## src/rtl/tcpq_pkg.sv

```systemverilog
package tcpq_pkg;

  localparam int OP_W       = 2;
  localparam int PKT_TAG_W  = 16;
  localparam int PKT_TICK_W = 16;
  localparam int COUNT_W    = 7;
  localparam int LIMIT_W    = 7;
  localparam int CFG_DATA_W = 32;
  localparam int CFG_ADDR_W = 3;

  localparam logic [OP_W-1:0] OP_DATA     = 2'd0;
  localparam logic [OP_W-1:0] OP_FEEDBACK = 2'd1;
  localparam logic [OP_W-1:0] OP_TICK     = 2'd2;

  localparam logic [LIMIT_W-1:0] QUEUE_LIMIT_RESET = 7'd64;

  // register index taken from paddr[2]
  localparam logic REG_QUEUE_LIMIT = 1'b0;

  typedef struct packed {
    logic [OP_W-1:0]       operation;
    logic [PKT_TAG_W-1:0]  packet_tag;
    logic [PKT_TICK_W-1:0] service_ticks;
  } in_item_t;

  typedef struct packed {
    logic                 sent_valid;
    logic [PKT_TAG_W-1:0] sent_tag;
    logic                 sent_is_feedback;
    logic                 dropped;
    logic [COUNT_W-1:0]   data_count;
    logic [COUNT_W-1:0]   feedback_count;
  } out_item_t;

  typedef struct packed {
    logic load_in;
    logic exec;
    logic pop;
    logic load_out;
  } ctrl_cmd_t;

  typedef struct packed {
    logic out_free;
  } ctrl_sts_t;

endpackage

```

## src/rtl/tcpq_in_if.sv

```systemverilog
interface tcpq_in_if;
  import tcpq_pkg::*;

  logic     valid;
  logic     ready;
  in_item_t item;

  modport source (output valid, output item, input ready);
  modport sink   (input valid, input item, output ready);
endinterface

```

## src/rtl/tcpq_out_if.sv

```systemverilog
interface tcpq_out_if;
  import tcpq_pkg::*;

  logic      valid;
  logic      ready;
  out_item_t item;

  modport source (output valid, output item, input ready);
  modport sink   (input valid, input item, output ready);
endinterface

```

## src/rtl/tcpq_fifo.sv

```systemverilog
module tcpq_fifo #(
  parameter int DEPTH = 64,
  parameter int W     = 32
) (
  input  logic                               clk,
  input  logic                               rst_n,
  input  logic [tcpq_pkg::LIMIT_W-1:0]       limit,
  input  logic                               push,
  input  logic [W-1:0]                       wdata,
  output logic                               push_ok,
  input  logic                               pop,
  output logic [W-1:0]                       rdata,
  output logic [$clog2(DEPTH+1)-1:0]         fill
);
  import tcpq_pkg::*;

  localparam int AW = $clog2(DEPTH);
  localparam int CW = $clog2(DEPTH+1);
  localparam int LW = (CW > LIMIT_W) ? CW : LIMIT_W;

  logic [W-1:0]  mem [DEPTH];
  logic [W-1:0]  rdata_r;
  logic [AW-1:0] head_r, head_nxt;
  logic [CW-1:0] fill_r;
  logic [CW:0]   wsum;
  logic [AW-1:0] waddr;
  logic [LIMIT_W-1:0] lim_eff;
  logic          full;

  // a zero limit behaves as one
  assign lim_eff = (limit == '0) ? LIMIT_W'(1) : limit;
  assign full    = (fill_r >= CW'(DEPTH)) || (LW'(fill_r) >= LW'(lim_eff));
  assign push_ok = !full;

  assign wsum  = (CW+1)'(head_r) + (CW+1)'(fill_r);
  assign waddr = (wsum >= (CW+1)'(DEPTH)) ? AW'(wsum - (CW+1)'(DEPTH)) : AW'(wsum);

  assign head_nxt = (head_r == AW'(DEPTH-1)) ? '0 : head_r + AW'(1);

  always_ff @(posedge clk) begin
    if (push && !full) begin
      mem[waddr] <= wdata;
    end
    if (pop) begin
      rdata_r <= mem[head_r];
    end
  end

  always_ff @(posedge clk) begin
    if (!rst_n) begin
      head_r <= '0;
      fill_r <= '0;
    end else if (push && !full) begin
      fill_r <= fill_r + CW'(1);
    end else if (pop) begin
      head_r <= head_nxt;
      fill_r <= fill_r - CW'(1);
    end
  end

  assign rdata = rdata_r;
  assign fill  = fill_r;

endmodule

```

## src/rtl/tcpq_datapath.sv

```systemverilog
module tcpq_datapath #(
  parameter int FIFO_DEPTH = 64,
  parameter int TAG_BITS   = 16,
  parameter int TICK_BITS  = 16
) (
  input  logic                          clk,
  input  logic                          rst_n,
  input  tcpq_pkg::ctrl_cmd_t           cmd,
  output tcpq_pkg::ctrl_sts_t           sts,
  input  tcpq_pkg::in_item_t            in_item,
  input  logic [tcpq_pkg::LIMIT_W-1:0]  queue_limit,
  input  logic                          out_ready,
  output logic                          out_valid,
  output tcpq_pkg::out_item_t           out_item
);
  import tcpq_pkg::*;

  localparam int CW = $clog2(FIFO_DEPTH+1);
  localparam int EW = TAG_BITS + TICK_BITS;
  localparam logic [31:0] TICK_MAX = 32'((64'd1 << TICK_BITS) - 64'd1);

  logic [OP_W-1:0]      op_r;
  logic [TAG_BITS-1:0]  tag_r;
  logic [TICK_BITS-1:0] dur_r;
  logic                 drop_r;
  logic                 pop_want_r;
  logic                 busy_r;
  logic [TICK_BITS-1:0] ticks_r;
  logic                 sent_r;
  logic                 sent_fb_r;
  logic                 out_valid_r;
  out_item_t            out_item_r;

  logic [31:0]          dur_in;
  logic [31:0]          dur_sat;
  logic [TICK_BITS-1:0] ticks_dec;
  logic                 is_arrival;

  logic          d_push, f_push, d_ok, f_ok, d_pop, f_pop, push_ok;
  logic [EW-1:0] d_rd, f_rd, rd_sel;
  logic [CW-1:0] d_fill, f_fill;

  // zero duration counts as one tick, long ones saturate
  assign dur_in  = (in_item.service_ticks == '0) ? 32'd1 : 32'(in_item.service_ticks);
  assign dur_sat = (dur_in > TICK_MAX) ? TICK_MAX : dur_in;

  assign ticks_dec  = (ticks_r != '0) ? ticks_r - TICK_BITS'(1) : ticks_r;
  assign is_arrival = (op_r == OP_DATA) || (op_r == OP_FEEDBACK);

  assign d_push  = cmd.exec && (op_r == OP_DATA);
  assign f_push  = cmd.exec && (op_r == OP_FEEDBACK);
  assign push_ok = (op_r == OP_DATA) ? d_ok : f_ok;

  // data class has strict priority
  assign d_pop = cmd.pop && pop_want_r && (d_fill != '0);
  assign f_pop = cmd.pop && pop_want_r && (d_fill == '0) && (f_fill != '0);

  tcpq_fifo #(.DEPTH(FIFO_DEPTH), .W(EW)) u_data_fifo (
    .clk     (clk),
    .rst_n   (rst_n),
    .limit   (queue_limit),
    .push    (d_push),
    .wdata   ({tag_r, dur_r}),
    .push_ok (d_ok),
    .pop     (d_pop),
    .rdata   (d_rd),
    .fill    (d_fill)
  );

  tcpq_fifo #(.DEPTH(FIFO_DEPTH), .W(EW)) u_fb_fifo (
    .clk     (clk),
    .rst_n   (rst_n),
    .limit   (queue_limit),
    .push    (f_push),
    .wdata   ({tag_r, dur_r}),
    .push_ok (f_ok),
    .pop     (f_pop),
    .rdata   (f_rd),
    .fill    (f_fill)
  );

  assign rd_sel = sent_fb_r ? f_rd : d_rd;

  always_ff @(posedge clk) begin
    if (cmd.load_in) begin
      op_r  <= in_item.operation;
      tag_r <= TAG_BITS'(in_item.packet_tag);
      dur_r <= dur_sat[TICK_BITS-1:0];
    end
    if (cmd.exec) begin
      drop_r <= is_arrival && !push_ok;
    end
    if (cmd.pop) begin
      sent_fb_r <= (d_fill == '0);
    end
    if (cmd.load_out) begin
      out_item_r.sent_valid       <= sent_r;
      out_item_r.sent_tag         <= sent_r ? PKT_TAG_W'(rd_sel[EW-1:TICK_BITS]) : '0;
      out_item_r.sent_is_feedback <= sent_r && sent_fb_r;
      out_item_r.dropped          <= drop_r;
      out_item_r.data_count       <= COUNT_W'(d_fill);
      out_item_r.feedback_count   <= COUNT_W'(f_fill);
    end
  end

  always_ff @(posedge clk) begin
    if (!rst_n) begin
      pop_want_r  <= 1'b0;
      busy_r      <= 1'b0;
      ticks_r     <= '0;
      sent_r      <= 1'b0;
      out_valid_r <= 1'b0;
    end else begin
      if (cmd.exec) begin
        if (is_arrival) begin
          pop_want_r <= !busy_r;
        end else if (op_r == OP_TICK && busy_r) begin
          ticks_r    <= ticks_dec;
          pop_want_r <= (ticks_dec == '0);
        end else begin
          pop_want_r <= 1'b0;
        end
      end
      if (cmd.pop) begin
        sent_r <= pop_want_r && ((d_fill != '0) || (f_fill != '0));
        if (pop_want_r && d_fill == '0 && f_fill == '0) begin
          busy_r  <= 1'b0;
          ticks_r <= '0;
        end
      end
      if (cmd.load_out) begin
        out_valid_r <= 1'b1;
        if (sent_r) begin
          busy_r  <= 1'b1;
          ticks_r <= rd_sel[TICK_BITS-1:0];
        end
      end else if (out_ready) begin
        out_valid_r <= 1'b0;
      end
    end
  end

  assign sts.out_free = !out_valid_r || out_ready;
  assign out_valid    = out_valid_r;
  assign out_item     = out_item_r;

endmodule

```

## src/rtl/tcpq_ctrl.sv

```systemverilog
module tcpq_ctrl (
  input  logic                clk,
  input  logic                rst_n,
  input  logic                in_valid,
  output logic                in_ready,
  input  tcpq_pkg::ctrl_sts_t sts,
  output tcpq_pkg::ctrl_cmd_t cmd
);
  import tcpq_pkg::*;

  typedef enum logic [1:0] {
    S_IDLE,
    S_EXEC,
    S_POP,
    S_OUT
  } state_t;

  state_t state_r, state_nxt;
  logic   in_ready_r;

  always_comb begin
    state_nxt = state_r;
    case (state_r)
      S_IDLE:  if (in_valid) state_nxt = S_EXEC;
      S_EXEC:  state_nxt = S_POP;
      S_POP:   state_nxt = S_OUT;
      S_OUT:   if (sts.out_free) state_nxt = S_IDLE;
      default: state_nxt = S_IDLE;
    endcase
  end

  always_ff @(posedge clk) begin
    if (!rst_n) begin
      state_r    <= S_IDLE;
      in_ready_r <= 1'b1;
    end else begin
      state_r    <= state_nxt;
      in_ready_r <= (state_nxt == S_IDLE);
    end
  end

  assign in_ready     = in_ready_r;
  assign cmd.load_in  = in_valid && in_ready_r;
  assign cmd.exec     = (state_r == S_EXEC);
  assign cmd.pop      = (state_r == S_POP);
  assign cmd.load_out = (state_r == S_OUT) && sts.out_free;

endmodule

```

## src/rtl/two_class_priority_queue_server_unit.sv

```systemverilog
// Each event passes through accept, push/tick, FIFO read and result load in turn;
// the next event is not accepted until its result is loaded, which waits while
// the result register is stalled.
// Reset (rst_n low, synchronous): both FIFOs empty, server idle, queue_limit 64,
// no result pending. FIFO storage is not cleared.
module two_class_priority_queue_server_unit #(
  parameter int FIFO_DEPTH = 64,
  parameter int TAG_BITS   = 16,
  parameter int TICK_BITS  = 16
) (
  input  logic                                clk,
  input  logic                                rst_n,
  tcpq_in_if.sink                             in_ch,
  tcpq_out_if.source                          out_ch,
  input  logic                                cfg_psel,
  input  logic                                cfg_penable,
  input  logic                                cfg_pwrite,
  input  logic [tcpq_pkg::CFG_ADDR_W-1:0]     cfg_paddr,
  input  logic [tcpq_pkg::CFG_DATA_W-1:0]     cfg_pwdata,
  output logic [tcpq_pkg::CFG_DATA_W-1:0]     cfg_prdata,
  output logic                                cfg_pready
);
  import tcpq_pkg::*;

  logic [LIMIT_W-1:0] queue_limit_r;
  logic               cfg_wr;
  logic               reg_hit;
  ctrl_cmd_t          cmd;
  ctrl_sts_t          sts;

  assign reg_hit    = (cfg_paddr[2] == REG_QUEUE_LIMIT);
  assign cfg_wr     = cfg_psel && cfg_penable && cfg_pwrite;
  assign cfg_pready = 1'b1;
  assign cfg_prdata = reg_hit ? CFG_DATA_W'(queue_limit_r) : '0;

  always_ff @(posedge clk) begin
    if (!rst_n) begin
      queue_limit_r <= QUEUE_LIMIT_RESET;
    end else if (cfg_wr && reg_hit) begin
      queue_limit_r <= cfg_pwdata[LIMIT_W-1:0];
    end
  end

  tcpq_ctrl u_ctrl (
    .clk      (clk),
    .rst_n    (rst_n),
    .in_valid (in_ch.valid),
    .in_ready (in_ch.ready),
    .sts      (sts),
    .cmd      (cmd)
  );

  tcpq_datapath #(
    .FIFO_DEPTH (FIFO_DEPTH),
    .TAG_BITS   (TAG_BITS),
    .TICK_BITS  (TICK_BITS)
  ) u_datapath (
    .clk         (clk),
    .rst_n       (rst_n),
    .cmd         (cmd),
    .sts         (sts),
    .in_item     (in_ch.item),
    .queue_limit (queue_limit_r),
    .out_ready   (out_ch.ready),
    .out_valid   (out_ch.valid),
    .out_item    (out_ch.item)
  );

endmodule

```

## src/flat_wrapper.sv

```systemverilog
// flat-port wrapper written by rule: the top's interface ports become plain ports
module two_class_priority_queue_server_unit_flat import tcpq_pkg::*;
#(
  parameter int FIFO_DEPTH = 64,
  parameter int TAG_BITS   = 16,
  parameter int TICK_BITS  = 16
)
  (clk, rst_n, cfg_psel, cfg_penable, cfg_pwrite, cfg_paddr, cfg_pwdata, cfg_prdata, cfg_pready, in_ch_valid, in_ch_item, in_ch_ready, out_ch_valid, out_ch_item, out_ch_ready);
  tcpq_in_if in_ch_i ();
  tcpq_out_if out_ch_i ();
  input  logic clk;
  input  logic rst_n;
  input  logic cfg_psel;
  input  logic cfg_penable;
  input  logic cfg_pwrite;
  input  logic [tcpq_pkg::CFG_ADDR_W-1:0] cfg_paddr;
  input  logic [tcpq_pkg::CFG_DATA_W-1:0] cfg_pwdata;
  output logic [tcpq_pkg::CFG_DATA_W-1:0] cfg_prdata;
  output logic cfg_pready;
  input wire logic [$bits(in_ch_i.valid)-1:0] in_ch_valid;
  input wire logic [$bits(in_ch_i.item)-1:0] in_ch_item;
  output wire logic [$bits(in_ch_i.ready)-1:0] in_ch_ready;
  output wire logic [$bits(out_ch_i.valid)-1:0] out_ch_valid;
  output wire logic [$bits(out_ch_i.item)-1:0] out_ch_item;
  input wire logic [$bits(out_ch_i.ready)-1:0] out_ch_ready;
  assign in_ch_i.valid = in_ch_valid;
  assign in_ch_i.item = in_ch_item;
  assign in_ch_ready = in_ch_i.ready;
  assign out_ch_valid = out_ch_i.valid;
  assign out_ch_item = out_ch_i.item;
  assign out_ch_i.ready = out_ch_ready;
  two_class_priority_queue_server_unit #(.FIFO_DEPTH(FIFO_DEPTH), .TAG_BITS(TAG_BITS), .TICK_BITS(TICK_BITS)) u_core (.clk(clk), .rst_n(rst_n), .in_ch(in_ch_i), .out_ch(out_ch_i), .cfg_psel(cfg_psel), .cfg_penable(cfg_penable), .cfg_pwrite(cfg_pwrite), .cfg_paddr(cfg_paddr), .cfg_pwdata(cfg_pwdata), .cfg_prdata(cfg_prdata), .cfg_pready(cfg_pready));
endmodule
```

## config.mk

```make
export PLATFORM = sky130hd
export DESIGN_NAME = two_class_priority_queue_server_unit_flat
export DESIGN_NICKNAME = d
export VERILOG_FILES = /design/src/rtl/tcpq_pkg.sv /design/src/rtl/tcpq_in_if.sv /design/src/rtl/tcpq_out_if.sv /design/src/rtl/tcpq_fifo.sv /design/src/rtl/tcpq_datapath.sv /design/src/rtl/tcpq_ctrl.sv /design/src/rtl/two_class_priority_queue_server_unit.sv /design/src/flat_wrapper.sv
export SDC_FILE = /design/constraint.sdc
export NUM_CORES = 2
export LEC_CHECK = 0
export BUFFER_PORTS_ARGS = -buffer_cell sky130_fd_sc_hd__buf_4
export CAP_MARGIN = 20
export CORE_MARGIN = 2
export CORE_UTILIZATION = 45
export DETAILED_ROUTE_END_ITERATION = 8
export GPL_TIMING_DRIVEN = 0
export HOLD_SLACK_MARGIN = 0.02
export PLACE_DENSITY = 0.7
export REMOVE_ABC_BUFFERS = 1
export SKIP_CTS_REPAIR_TIMING = 1
export SLEW_MARGIN = 20
export SYNTH_ARGS = -nofsm -noshare
export SYNTH_HDL_FRONTEND = slang
export SYNTH_HIERARCHICAL = 1
export SYNTH_SLANG_ARGS = --single-unit
```

## constraint.sdc

```tcl
create_clock -name clk -period 4.9 [get_ports clk]
set_input_delay 0.49 -clock clk [delete_from_list [all_inputs] [get_ports clk]]
set_output_delay 0.49 -clock clk [all_outputs]
set_load 0.005 [all_outputs]
```

==> flow_metrics.env <==
export IMPL_crit_path_end_kind="register"
export IMPL_avgSynthCellArea_sq_um=23.0
export IMPL_fin_nets=7993
export IMPL_final_area_sq_um=196000
export IMPL_cpPeakStageDelay_ns=1.09
export IMPL_grt_pass1_wl_um=613000
export IMPL_synthArstFlopShare_pct=0
export IMPL_die_x_um=610
export IMPL_final_seq_area_sq_um=128000
export IMPL_hold_viol=0
export IMPL_slew_headroom_pct=8.82
export IMPL_dieHeight_um=610
export IMPL_clk_pin_slew_ns=0.07
export IMPL_dpl_cell_area_sq_um=182000
export IMPL_area_delta_synth_final_pct=18.3
export IMPL_tritoncts="done"
export IMPL_gp_congestion=0.843
export IMPL_critical_path_required_ns=5.42
export IMPL_routed_wirelength_um=434000
export IMPL_syn_inst=7190
export IMPL_first_pass_iters=6
export IMPL_fin_crit_sh_pct=100
export IMPL_detail_route_wl_per_cell_um=33.3
export IMPL_cap_viol_max_count=0
export IMPL_multi_input_area_sq_um=36100
export IMPL_cts_sinks=4285
export IMPL_power_leakage_nw=59.2
export IMPL_hold_depth=2
export IMPL_setup_ws_ns=-0.0165
export IMPL_crit_type="register to register"
export IMPL_path_delay_family="compound AO/OA/AOI/OAI gates"
export IMPL_hold_start="rst_n"
export IMPL_fin_crit_ns=4.92
export IMPL_grt_max_degree=53
export IMPL_synth_seq_cells=4285
export IMPL_ys_seq_area_share_pct=77.4
export IMPL_yosys_area_top_type="edfxtp_1"
export IMPL_drtIter0Drc=12100
export IMPL_post_dp_hpwl_um=281000
export IMPL_cp_start_kind="register"
export IMPL_yosysMostFrequentCell="edfxtp_1"
export IMPL_overflow=0
export IMPL_fill_cells=26000
export IMPL_synthFlopType="edfxtp_1"
export IMPL_cp_max_fo=30
export IMPL_yosysWarningCount=6
export IMPL_antenna_found_initial=28
export IMPL_path_buf_inv=2
export IMPL_ant_nets=0
export IMPL_die_area_sq_um=373000
export IMPL_finalSetupViolCount=1
export IMPL_vias=81600
export IMPL_synthTopCellsByArea="edfxtp_1, mux4_2, mux2i_1"
export IMPL_ys_types=85
export IMPL_p_per_area_nw_per_um2=376
export IMPL_clock_skew_ns=0.0719
export IMPL_ir_worst_vdd_uv=316
export IMPL_crit_top_cell="buf_12"
export IMPL_ys_top_cells_by_count="edfxtp_1, mux4_2, nor2_1, mux2i_1, clkbuf_1"
export IMPL_r2r_slack_ns=-0.02
export IMPL_io_pins=144
export IMPL_row_count=222
export IMPL_root_buffer="clkbuf_16"
export IMPL_status="finished with violations"
export IMPL_grt_pass1_vias=81400
export IMPL_crit_chain="buf_12 -> buf_12 -> nor2b_2 -> nand2_1 -> o22ai_1 -> a221oi_1 -> a211oi_1"
export IMPL_timing_rr_start="u_core/u_datapath/u_fb_fifo/head_r[3]"
export IMPL_insertion_delay_ns=0.94
export IMPL_violations="negative setup slack"
export IMPL_synth_edf_count=4229
export IMPL_syn_area_sq_um=165000
export IMPL_layout_drive_gt1_share_pct=31.7
export IMPL_start_util_pct=45.2
export IMPL_fmax_ghz=0.203
export IMPL_rsz0062_at_grt="no"
export IMPL_core_sq_um=366000
export IMPL_worstReg2RegEnd="u_core/u_datapath/u_fb_fifo/rdata[11]"
export IMPL_drc=0
export IMPL_min_path_type="input pin to register"
export IMPL_cts_buffer_depth=4
export IMPL_htreeDepth=5
export IMPL_synth_top_area_share_pct=76.7
export IMPL_final_max_slew_viol_count=0
export IMPL_worstMarginPinSlew_ns=1.36
export IMPL_finalSetupTns_ns=-0.0165
export IMPL_cts_buffers=407
export IMPL_avgViaCountPerCell=6.26
export IMPL_arrival_ns=5.44
export IMPL_grt_total_usage_pct=23.1
export IMPL_io_buffer_count=90
export IMPL_min_to="u_core/u_datapath/u_fb_fifo/head_r[5]"
export IMPL_slowest_stage="a211oi_1"
export IMPL_r2r_cells=7
[per-layer routing]
layer  GRT usage (%)  part of all wire (%)  vias to the layer above
met1            31.3                    36                    43500
met5               0                 0.021                        -
met2            35.8                    47                     5249
met3            5.70                    12                      840
met4            10.1                   4.9                       10
li1                -                     -                    32100
[worst max path at each step]
stage | slack [ns] | depth (start not counted) | from | to
after global routing | 0.02 | 10 | u_core/u_datapath/u_data_fifo/head_r[0] | u_core/u_datapath/u_data_fifo/rdata[25]
after CTS | -0.43 | 10 | u_core/queue_limit_r[1] | u_core/u_datapath/u_fb_fifo/mem[49][6]
after floorplan | -20.43 | 4 | u_core/u_datapath/u_fb_fifo/head_r[0] | u_core/u_datapath/u_fb_fifo/rdata[29]
after global placement | -37.77 | 4 | u_core/u_datapath/u_fb_fifo/head_r[0] | u_core/u_datapath/u_fb_fifo/rdata[31]
after detailed placement | -0.37 | 11 | u_core/queue_limit_r[1] | u_core/u_datapath/u_data_fifo/mem[61][15]
final | -0.02 | 7 | u_core/u_datapath/u_fb_fifo/head_r[3] | u_core/u_datapath/u_fb_fifo/rdata[11]
[sequential cells by signal, summed over array words and instances, names as in the netlist, 2 cells and up]
name and flops:
u_core/u_datapath/u_fb_fifo/fill 7, u_core/u_ctrl/state_r 2, u_core/u_datapath/u_fb_fifo/mem 2048, u_core/u_datapath/op_r 2
u_core/u_datapath/u_fb_fifo/head_r 6, u_core/u_datapath/dur_r 16, u_core/u_datapath/tag_r 16, u_core/u_datapath/u_data_fifo/fill 7
u_core/u_datapath/u_data_fifo/rdata 32, u_core/u_datapath/out_item 33, u_core/u_datapath/ticks_r 16, u_core/queue_limit_r 7
u_core/u_datapath/u_data_fifo/mem 2048, u_core/u_datapath/u_fb_fifo/rdata 32, u_core/u_datapath/u_data_fifo/head_r 6
[placed cells by master (no fill, tap or decap), drive strengths merged, types with 27 or more instances in the layout]
master and instances:
dlygate4sd3 43, clkinvlp 32, mux2i 205, a21oi 71, nand2 91, inv 38, clkinv 187, o22ai 68
nor2b 48, bufinv 41, o21ai 57, nor3 54, dfxtp 56, edfxtp 4229, a211oi 52, mux2 27
nor2 243, ha 38, buf 619, nand3 27, clkbuf 483, mux4 1156
[where the power goes]
part	switching [mW]	internal, mW	leakage, nW
combinational	1.17	0.638	14.3
sequential	0.143	40.4	38.5
clock	13.6	17.8	6.43
[kinds of logic (layout without fill, tap and decap cells)]
logic type | count (synthesis) | after routing | synth area share (%)
flops | 4285 | 4285 | 77.4
mux | 1388 | 1388 | 17.2
simple gates | 592 | 592 | 1.76
buf+inv | 444 | 1443 | 1.48
compound gates | 404 | 404 | 1.67
fa+ha+maj | 42 | 42 | 0.336
xor+xnor | 33 | 33 | 0.175
other cells | 2 | 35 | 0.00454
[metrics by stage]
stage | instances | setup slack [ns] | util [%] | hold slack [ns] | power [mW]
floorplan | 6802 | -20.43 | - | 0.400 | 42.1
global placement | 11700 | -37.77 | 46.5 | 0.420 | 42.8
detailed placement | 12200 | -0.374 | 49.7 | 0.421 | 43.0
CTS | 13000 | -0.435 | 53.3 | -0.273 | 73.9
global route | 13000 | 0.0163 | 53.5 | 0.104 | 75.4
finish | 13000 | -0.0165 | 53.5 | 0.0979 | 73.6
[area by class of cell]
cell class                 count  share of cell area, %
sequential                  4285                   65.5
multi-input combinational   2485                   18.4
timing repair buffer         664                   6.18
clock buffer                 481                   5.45
tap                         4816                   3.08
clock inverter               266                   1.32
inverter                      32                 0.0626
antenna                        9                 0.0115
Note: power is estimated with default switching activity, not from simulation.
